### src/design/ltbf_pkg.sv
// Shared types, codes and sizes for the line-terminator byte FIFO.
// No dependencies; imported by the controller, datapath and top level.
`default_nettype none
package ltbf_pkg;

    // Store depth and the widths that follow from it
    localparam int DEPTH  = 256;
    localparam int ADDR_W = $clog2(DEPTH);
    localparam int CNT_W  = $clog2(DEPTH + 1);

    // Field widths fixed by the interface
    localparam int CMD_W  = 2;
    localparam int DATA_W = 8;
    localparam int STAT_W = 2;
    localparam int CAP_W  = 9;
    localparam int TERM_W = 9;
    localparam int CIDX_W = 2;
    localparam int CDAT_W = 9;

    // Command codes
    localparam logic [CMD_W-1:0] CMD_ENQUEUE = 2'd0;
    localparam logic [CMD_W-1:0] CMD_DEQUEUE = 2'd1;
    localparam logic [CMD_W-1:0] CMD_PEEK    = 2'd2;
    localparam logic [CMD_W-1:0] CMD_FLUSH   = 2'd3;

    // Status codes
    localparam logic [STAT_W-1:0] ST_OK         = 2'd0;
    localparam logic [STAT_W-1:0] ST_EMPTY      = 2'd1;
    localparam logic [STAT_W-1:0] ST_FULL_REJ   = 2'd2;
    localparam logic [STAT_W-1:0] ST_FULL_FLUSH = 2'd3;

    // Configuration register indexes
    localparam logic [CIDX_W-1:0] CFG_CAPACITY  = 2'd0;
    localparam logic [CIDX_W-1:0] CFG_TERM_1ST  = 2'd1;
    localparam logic [CIDX_W-1:0] CFG_TERM_2ND  = 2'd2;

    // Configuration reset values
    localparam logic [CAP_W-1:0]  CAP_RESET    = 9'd256;
    localparam logic [DATA_W-1:0] TERM1_RESET  = 8'd13;
    localparam logic [DATA_W-1:0] TERM2_RESET  = 8'd10;

    // Commands from controller to datapath
    typedef struct packed {
        logic exec;   // item accepted: run the command on the queue
        logic load;   // finish the item and load the result register
    } ltbf_cmd_t;

endpackage
`default_nettype wire

### src/design/line_terminator_byte_fifo.sv
// Line-terminator byte FIFO: usage notes
// Commands arrive on the s_ channel (valid/ready): s_command selects enqueue,
// dequeue, peek or flush, s_data_in carries the byte to enqueue. Each command
// yields exactly one result item on the m_ channel (valid/ready) with status,
// the byte read (zero if none), fill level, terminator count and a flag set
// when the fill level is at least half the capacity, rounded down.
// Configuration: cfg_valid/cfg_ready with cfg_index (0 capacity, 1 and 2 the
// two terminator bytes) and cfg_data; cfg_ready is always high. Write only
// while no command is in flight.
// Timing: a command is taken in the idle state and the byte store is read on
// that edge; the result register loads in the finish state once it is free,
// as the byte store has a registered read port. No new command is taken until
// the last one has loaded; the next is taken while the result waits.
// Stall: if m_ready is low, the finished item waits in the controller until
// the result register frees, and s_ready stays low meanwhile.
// Reset (aresetn low, synchronous): queue empty, counts zero, capacity 256,
// terminators 13 and 10; store contents are not cleared.
// Depends on ltbf_pkg, ltbf_ctrl and ltbf_datapath.
`default_nettype none
module line_terminator_byte_fifo (
    input  wire                          aclk,
    input  wire                          aresetn,
    input  wire                          cfg_valid,
    output logic                         cfg_ready,
    input  wire  [ltbf_pkg::CIDX_W-1:0]  cfg_index,
    input  wire  [ltbf_pkg::CDAT_W-1:0]  cfg_data,
    input  wire                          s_valid,
    output logic                         s_ready,
    input  wire  [ltbf_pkg::CMD_W-1:0]   s_command,
    input  wire  [ltbf_pkg::DATA_W-1:0]  s_data_in,
    output logic                         m_valid,
    input  wire                          m_ready,
    output logic [ltbf_pkg::STAT_W-1:0]  m_status,
    output logic [ltbf_pkg::DATA_W-1:0]  m_data_out,
    output logic [ltbf_pkg::CNT_W-1:0]   m_fill_count,
    output logic [ltbf_pkg::TERM_W-1:0]  m_terminator_count,
    output logic                         m_above_watermark
);
    import ltbf_pkg::*;

    ltbf_cmd_t cmd;

    assign cfg_ready = 1'b1;

    // Sequencer
    ltbf_ctrl u_ctrl (
        .aclk    (aclk),
        .aresetn (aresetn),
        .s_valid (s_valid),
        .s_ready (s_ready),
        .m_valid (m_valid),
        .m_ready (m_ready),
        .cmd     (cmd)
    );

    // Queue storage and arithmetic
    ltbf_datapath u_datapath (
        .aclk               (aclk),
        .aresetn            (aresetn),
        .cmd                (cmd),
        .cfg_valid          (cfg_valid),
        .cfg_index          (cfg_index),
        .cfg_data           (cfg_data),
        .s_command          (s_command),
        .s_data_in          (s_data_in),
        .m_status           (m_status),
        .m_data_out         (m_data_out),
        .m_fill_count       (m_fill_count),
        .m_terminator_count (m_terminator_count),
        .m_above_watermark  (m_above_watermark)
    );

endmodule
`default_nettype wire

### src/design/ltbf_ctrl.sv
// Controller for the line-terminator byte FIFO: two-state sequencer and
// result-valid flag. Depends on ltbf_pkg.
`default_nettype none
module ltbf_ctrl (
    input  wire              aclk,
    input  wire              aresetn,
    input  wire              s_valid,
    output logic             s_ready,
    output logic             m_valid,
    input  wire              m_ready,
    output ltbf_pkg::ltbf_cmd_t cmd
);
    import ltbf_pkg::*;

    localparam logic ST_IDLE   = 1'b0;
    localparam logic ST_FINISH = 1'b1;

    logic state_reg, state_next;
    logic m_valid_reg, m_valid_next;
    logic out_free;

    // Result register is free when empty or being taken this cycle
    assign out_free = !m_valid_reg || m_ready;
    assign s_ready  = (state_reg == ST_IDLE);
    assign m_valid  = m_valid_reg;

    // Sequence one item: run at accept, finish once the result slot frees
    always_comb begin
        state_next = state_reg;
        cmd.exec   = 1'b0;
        cmd.load   = 1'b0;
        case (state_reg)
            ST_IDLE: begin
                if (s_valid) begin
                    cmd.exec   = 1'b1;
                    state_next = ST_FINISH;
                end
            end
            ST_FINISH: begin
                if (out_free) begin
                    cmd.load   = 1'b1;
                    state_next = ST_IDLE;
                end
            end
            default: state_next = ST_IDLE;
        endcase
    end

    // Hold the result valid until taken
    always_comb begin
        if (cmd.load) begin
            m_valid_next = 1'b1;
        end else if (m_ready) begin
            m_valid_next = 1'b0;
        end else begin
            m_valid_next = m_valid_reg;
        end
    end

    always_ff @(posedge aclk) begin
        if (!aresetn) begin
            state_reg   <= ST_IDLE;
            m_valid_reg <= 1'b0;
        end else begin
            state_reg   <= state_next;
            m_valid_reg <= m_valid_next;
        end
    end

endmodule
`default_nettype wire

### src/design/ltbf_datapath.sv
// Datapath for the line-terminator byte FIFO: configuration registers,
// byte store, slot pointers, counters and result register. Depends on ltbf_pkg.
`default_nettype none
module ltbf_datapath (
    input  wire                          aclk,
    input  wire                          aresetn,
    input  ltbf_pkg::ltbf_cmd_t          cmd,
    input  wire                          cfg_valid,
    input  wire  [ltbf_pkg::CIDX_W-1:0]  cfg_index,
    input  wire  [ltbf_pkg::CDAT_W-1:0]  cfg_data,
    input  wire  [ltbf_pkg::CMD_W-1:0]   s_command,
    input  wire  [ltbf_pkg::DATA_W-1:0]  s_data_in,
    output logic [ltbf_pkg::STAT_W-1:0]  m_status,
    output logic [ltbf_pkg::DATA_W-1:0]  m_data_out,
    output logic [ltbf_pkg::CNT_W-1:0]   m_fill_count,
    output logic [ltbf_pkg::TERM_W-1:0]  m_terminator_count,
    output logic                         m_above_watermark
);
    import ltbf_pkg::*;

    // Configuration
    logic [CAP_W-1:0]  capacity_reg;
    logic [DATA_W-1:0] term1_reg;
    logic [DATA_W-1:0] term2_reg;

    // Byte store and its registered read port
    logic [DATA_W-1:0] store_mem [DEPTH];
    logic [DATA_W-1:0] rd_data_reg;

    // Queue state
    logic [CNT_W-1:0]  wr_slot_reg, wr_slot_next;
    logic [CNT_W-1:0]  rd_slot_reg, rd_slot_next;
    logic [CNT_W-1:0]  held_reg, held_next;
    logic [TERM_W-1:0] term_cnt_reg, term_cnt_next;

    // Item context carried to the finish cycle
    logic [STAT_W-1:0] status_reg, status_next;
    logic              use_mem_reg, use_mem_next;
    logic              deq_reg, deq_next;

    logic [CNT_W-1:0]  cap_eff;
    logic [CNT_W-1:0]  wr_adv, rd_adv;
    logic [CNT_W:0]    wr_sum, rd_sum;
    logic              full, empty;
    logic              wr_en, rd_en;
    logic              din_is_term, dout_is_term;
    logic [TERM_W-1:0] term_fin;

    // Clamp capacity into 1..DEPTH
    always_comb begin
        if (capacity_reg == '0) begin
            cap_eff = CNT_W'(1);
        end else if (CNT_W'(capacity_reg) > CNT_W'(DEPTH)) begin
            cap_eff = CNT_W'(DEPTH);
        end else begin
            cap_eff = CNT_W'(capacity_reg);
        end
    end

    // Advance slots, wrapping to zero at the capacity
    assign wr_sum = {1'b0, wr_slot_reg} + (CNT_W + 1)'(1);
    assign rd_sum = {1'b0, rd_slot_reg} + (CNT_W + 1)'(1);
    assign wr_adv = (wr_sum >= {1'b0, cap_eff}) ? '0 : wr_sum[CNT_W-1:0];
    assign rd_adv = (rd_sum >= {1'b0, cap_eff}) ? '0 : rd_sum[CNT_W-1:0];

    assign full        = (held_reg >= cap_eff);
    assign empty       = (held_reg == '0);
    assign din_is_term = (s_data_in == term1_reg) || (s_data_in == term2_reg);
    assign dout_is_term = (rd_data_reg == term1_reg) || (rd_data_reg == term2_reg);

    // Run the command against the queue state
    always_comb begin
        wr_slot_next  = wr_slot_reg;
        rd_slot_next  = rd_slot_reg;
        held_next     = held_reg;
        term_cnt_next = term_cnt_reg;
        status_next   = status_reg;
        use_mem_next  = use_mem_reg;
        deq_next      = deq_reg;
        wr_en         = 1'b0;
        rd_en         = 1'b0;
        if (cmd.exec) begin
            status_next  = ST_OK;
            use_mem_next = 1'b0;
            deq_next     = 1'b0;
            case (s_command)
                CMD_ENQUEUE: begin
                    if (full) begin
                        if (term_cnt_reg != '0) begin
                            status_next = ST_FULL_REJ;
                        end else begin
                            status_next   = ST_FULL_FLUSH;
                            held_next     = '0;
                            term_cnt_next = '0;
                            wr_slot_next  = cap_eff;
                            rd_slot_next  = cap_eff;
                        end
                    end else begin
                        wr_en        = 1'b1;
                        wr_slot_next = wr_adv;
                        held_next    = held_reg + CNT_W'(1);
                        if (din_is_term && (term_cnt_reg != '1)) begin
                            term_cnt_next = term_cnt_reg + TERM_W'(1);
                        end
                    end
                end
                CMD_DEQUEUE: begin
                    if (empty) begin
                        status_next = ST_EMPTY;
                    end else begin
                        rd_en        = 1'b1;
                        use_mem_next = 1'b1;
                        deq_next     = 1'b1;
                        rd_slot_next = rd_adv;
                        held_next    = held_reg - CNT_W'(1);
                    end
                end
                CMD_PEEK: begin
                    if (empty) begin
                        status_next = ST_EMPTY;
                    end else begin
                        rd_en        = 1'b1;
                        use_mem_next = 1'b1;
                    end
                end
                CMD_FLUSH: begin
                    held_next     = '0;
                    term_cnt_next = '0;
                    wr_slot_next  = cap_eff;
                    rd_slot_next  = cap_eff;
                end
                default: ;
            endcase
        end else if (cmd.load) begin
            term_cnt_next = term_fin;
        end
    end

    // Drop the terminator count once the dequeued byte is known
    always_comb begin
        term_fin = term_cnt_reg;
        if (deq_reg && dout_is_term && (term_cnt_reg != '0)) begin
            term_fin = term_cnt_reg - TERM_W'(1);
        end
    end

    // Byte store: one write and one registered read
    always_ff @(posedge aclk) begin
        if (wr_en) begin
            store_mem[wr_adv[ADDR_W-1:0]] <= s_data_in;
        end
        if (rd_en) begin
            rd_data_reg <= store_mem[rd_adv[ADDR_W-1:0]];
        end
    end

    // Configuration and queue state
    always_ff @(posedge aclk) begin
        if (!aresetn) begin
            capacity_reg <= CAP_RESET;
            term1_reg    <= TERM1_RESET;
            term2_reg    <= TERM2_RESET;
            wr_slot_reg  <= CNT_W'(DEPTH);
            rd_slot_reg  <= CNT_W'(DEPTH);
            held_reg     <= '0;
            term_cnt_reg <= '0;
            status_reg   <= ST_OK;
            use_mem_reg  <= 1'b0;
            deq_reg      <= 1'b0;
        end else begin
            if (cfg_valid) begin
                case (cfg_index)
                    CFG_CAPACITY: capacity_reg <= cfg_data[CAP_W-1:0];
                    CFG_TERM_1ST: term1_reg    <= cfg_data[DATA_W-1:0];
                    CFG_TERM_2ND: term2_reg    <= cfg_data[DATA_W-1:0];
                    default: ;
                endcase
            end
            wr_slot_reg  <= wr_slot_next;
            rd_slot_reg  <= rd_slot_next;
            held_reg     <= held_next;
            term_cnt_reg <= term_cnt_next;
            status_reg   <= status_next;
            use_mem_reg  <= use_mem_next;
            deq_reg      <= deq_next;
        end
    end

    // Result register
    always_ff @(posedge aclk) begin
        if (cmd.load) begin
            m_status           <= status_reg;
            m_data_out         <= use_mem_reg ? rd_data_reg : '0;
            m_fill_count       <= held_reg;
            m_terminator_count <= term_fin;
            m_above_watermark  <= (held_reg >= (cap_eff >> 1));
        end
    end

endmodule
`default_nettype wire
### config.mk
export PLATFORM = sky130hd
export DESIGN_NAME = line_terminator_byte_fifo
export DESIGN_NICKNAME = d
export VERILOG_FILES = /design/src/design/ltbf_pkg.sv /design/src/design/line_terminator_byte_fifo.sv /design/src/design/ltbf_ctrl.sv /design/src/design/ltbf_datapath.sv
export SDC_FILE = /design/constraint.sdc
export NUM_CORES = 2
export LEC_CHECK = 0
export BUFFER_PORTS_ARGS = -buffer_cell sky130_fd_sc_hd__buf_2
export CAP_MARGIN = 40
export CORE_AREA = 2 2 472 474
export DETAILED_ROUTE_END_ITERATION = 8
export DIE_AREA = 0 0 474 476
export GPL_TIMING_DRIVEN = 0
export HOLD_SLACK_MARGIN = 0.1
export PLACE_DENSITY = 0.53
export RECOVER_POWER = 50
export REMOVE_ABC_BUFFERS = 1
export SYNTH_ARGS = -nofsm -noshare
export SYNTH_HDL_FRONTEND = slang
export SYNTH_SLANG_ARGS = --single-unit
### constraint.sdc
create_clock -name aclk -period 9.7 [get_ports aclk]
set_input_delay 0.97 -clock aclk [delete_from_list [all_inputs] [get_ports aclk]]
set_output_delay 0.97 -clock aclk [all_outputs]
set_load 0.03 [all_outputs]
==> flow_summary.toml <==
[status]
status = "complete, but fails checks"
violations = "max-capacitance violations, max-slew violations"

[floorplan]
core_area_um2 = 221000
chipHeight_um = 476
dieArea_um2 = 226000
start_util = 0.398
dieWidth_um = 474
num_io_pins = 58
num_rows = 173

[global_route]
gr-total-overflow = 0
grt_pass1_wl_um = 405000
top_usage_layer = "met2"
grt_util_met2 = 0.388
grt_max_degree = 148
grt_pass1_vias = 53100
antenna_found_initial = 12
met1_usage = 0.355
grt_usage = 0.249
grt_util_met3 = 0.0430

[clock_network]
postCtsHoldBufs = 0
clock_tree.buffer_depth = 3
cts_tree = "done"
cts-root-buf = "clkbuf_16"
cts_setup_buffers = 0
worstSkewPairLatency_ps = 890
cts_resized = 0
clock_sinks = 2152
path_clk_slew_ps = 60
ctsHtreeMaxLevel = 4
cts_buffers = 216

[route]
vias = 56700
viasPerCell = 5.96
firstDrtPassIters = 6
drt_iter0_markers = 7277
wire_per_inst_um = 30.2
route.antenna.remaining_nets = 0
drc = 0
drt-total-wl_um = 287000

[yosys]
synth_edf_count = 2085
syn_area_um2 = 88000
synth_cell_types = 100
synth-xor-area-share = 0.00553
synthArstFlopShare = 0
synth_top_area_frac = 0.712
postSynthCellCount = 6211
ys_seq_area_frac = 0.727
yosys_warnings = 0
synth_top_flop_cell = "edfxtp_1"
avgSynthCellArea_um2 = 14.2
synth-compound-area-share = 0.105
synth-adder-area-share = 0.00668
synth_top_family_by_area = "compound AO/OA/AOI/OAI gates"
synth_area_leaders = "edfxtp_1, mux2i_1, nand2_1, nor2_1, o21ai_0"
ys_ff_latch = 2152
synthMuxAreaShare = 0.0436
yosys.area_share.simple = 0.0869
synth_area_leader_cell = "edfxtp_1"

[setup_path]
critPathCaptureType = "flop"
critPathMaxFanout = 93
start_kind = "flop"
cp.arrival_ps = 9470
cp.required_ps = 10230
worstSetupPathType = "flop to flop"

[power]
total_power_mw = 20.6
worst_ir_drop_vdd_mv = 0.200
p_leak_nw = 32.5
powerDensity_nw_per_um2 = 202

[placement]
io_buffers = 56
dp_cells = 9106
place_congestion = 0.814
dp_hpwl_um = 185000

[layout]
fillers = 19200
area_growth_pct = 15.7
drive_gt1_frac = 0.117
finish.utilization = 0.461
multiInputGateArea_um2 = 22200
regArea_um2 = 64000
largest_reg_flops = 2048
finalNetCount = 6425
instances_no_fill = 9509

[timing]
rsz0062_at_grt = "false"
finalMaxSlewViolations = 1866
clock_skew_ps = 29.6
worst_slew_pin_slew_ps = 6950
hold_viol_final = 0
setup_violations = 0
slew_headroom = -3.63
whs_ps = 392
fin_crit_ps = 8940
tns_ps = 0
timing.fmax_mhz = 112
fin_crit_sh = 0.921

[min_path]
min_path_type = "input pin to flop"

[job]
cap_violations = 18
==> critical path, stage by stage, from the launching register on <==
cell and delay, ps:
dfxtp_4 850, buf_16 360, ha_2 380, xnor2_4 250, buf_12 270, buf_12 180, inv_8 280, buf_16 390
buf_16 400, ha_1 350, a41oi_2 230, o21a_2 780, o21ai_4 420, buf_12 300, nor3_4 710, buf_8 270
buf_8 180, a22oi_1 100, a31oi_1 290, o21ai_1 200, o22ai_1 720, a221oi_1 320
==> worst paths after layout <==
check                            start                         to  slack [ps]  cells after the start
max          u_datapath.rd_slot_reg[0]  u_datapath.rd_data_reg[1]         760                     21
min                            s_valid           u_ctrl.state_reg         390                      3
max reg2reg  u_datapath.rd_slot_reg[0]  u_datapath.rd_data_reg[1]         760                     21
min reg2reg   u_datapath.status_reg[0]     u_datapath.m_status[0]         440                      0
==> power breakdown <==
group | total (mW) | switching (mW) | leakage [nW] | internal [mW]
logic | 2.33 | 1.55 | 10.0 | 0.785
clock network | 7.93 | 3.59 | 3.20 | 4.35
registers | 10.3 | 0.0324 | 19.3 | 10.3
==> Yosys cell counts, types with 8 or more instances <==
| cell | instances |
|---|---|
| a31oi_1 | 98 |
| xor2_1 | 22 |
| nor4_1 | 27 |
| inv_1 | 28 |
| a211o_1 | 10 |
| a32oi_1 | 79 |
| nand4_1 | 80 |
| buf_1 | 35 |
| a221oi_1 | 43 |
| o21ai_1 | 9 |
| a31o_2 | 8 |
| mux2i_1 | 326 |
| buf_2 | 171 |
| o221ai_1 | 73 |
| mux2_2 | 43 |
| o211a_1 | 9 |
| nand2_1 | 765 |
| buf_6 | 12 |
| and2_1 | 15 |
| a211oi_1 | 66 |
| o21ai_0 | 288 |
| a21oi_1 | 240 |
| a2bb2oi_1 | 38 |
| a21o_1 | 14 |
| buf_4 | 47 |
| or3_1 | 10 |
| nor3_1 | 61 |
| a221o_1 | 9 |
| nor2_1 | 464 |
| nor2b_1 | 23 |
| nand3_1 | 230 |
| xnor2_1 | 28 |
| o211ai_1 | 92 |
| ha_1 | 47 |
| and3_1 | 23 |
| edfxtp_1 | 2085 |
| o22ai_1 | 116 |
| a311oi_1 | 10 |
| a22oi_1 | 45 |
| nand2b_1 | 17 |
| dfxtp_1 | 67 |
| o31ai_1 | 11 |
| clkbuf_1 | 167 |
| o2bb2ai_1 | 12 |
==> metal layers <==
layer  routed length, um  share of wire
met2              131000           0.46
met4                9740          0.034
met1              121000           0.42
met3               24700          0.086
met5                  32        0.00011
==> cell families (layout without fill, tap and decap cells) <==
group,count (synthesis),count (layout)
AOI/OAI and AO/OA,1365,1365
xor gates and xnor gates,53,53
adders and majority gates,47,47
buffers and inverters,465,780
DFF,2152,2152
muxes,373,373
other,1,9
and+or+nand+nor,1755,1755
==> through the flow <==
stage	area (um2)	worst slack (ps)
2_1_floorplan	85900	-18660
3_3_place_gp	89900	-56090
3_5_place_dp	95700	912
4_1_cts	102000	863
5_1_grt	102000	500
6_report	102000	764
==> layout make-up <==
cell class / count / share of cell area
clock buffers: 276 / 0.0556
repair buffers: 355 / 0.0516
clock inverters: 116 / 0.00876
flip-flops and latches: 2152 / 0.628
well taps: 2975 / 0.0366
diodes: 8 / 0.000197
multi-input cells: 3594 / 0.218
inverters: 33 / 0.00139
==> layout by cell type (no fill, tap or decap), drive strengths merged, types with 99 or more instances in the layout <==
cell | Yosys | routed
o21ai | 301 | 301
clkbuf | 167 | 298
edfxtp | 2085 | 2085
o22ai | 116 | 116
a21oi | 248 | 248
nand2 | 767 | 767
nor2 | 466 | 466
a31oi | 99 | 99
nand3 | 233 | 233
buf | 265 | 330
mux2i | 326 | 326
Note: power is estimated with default switching activity, not from simulation.
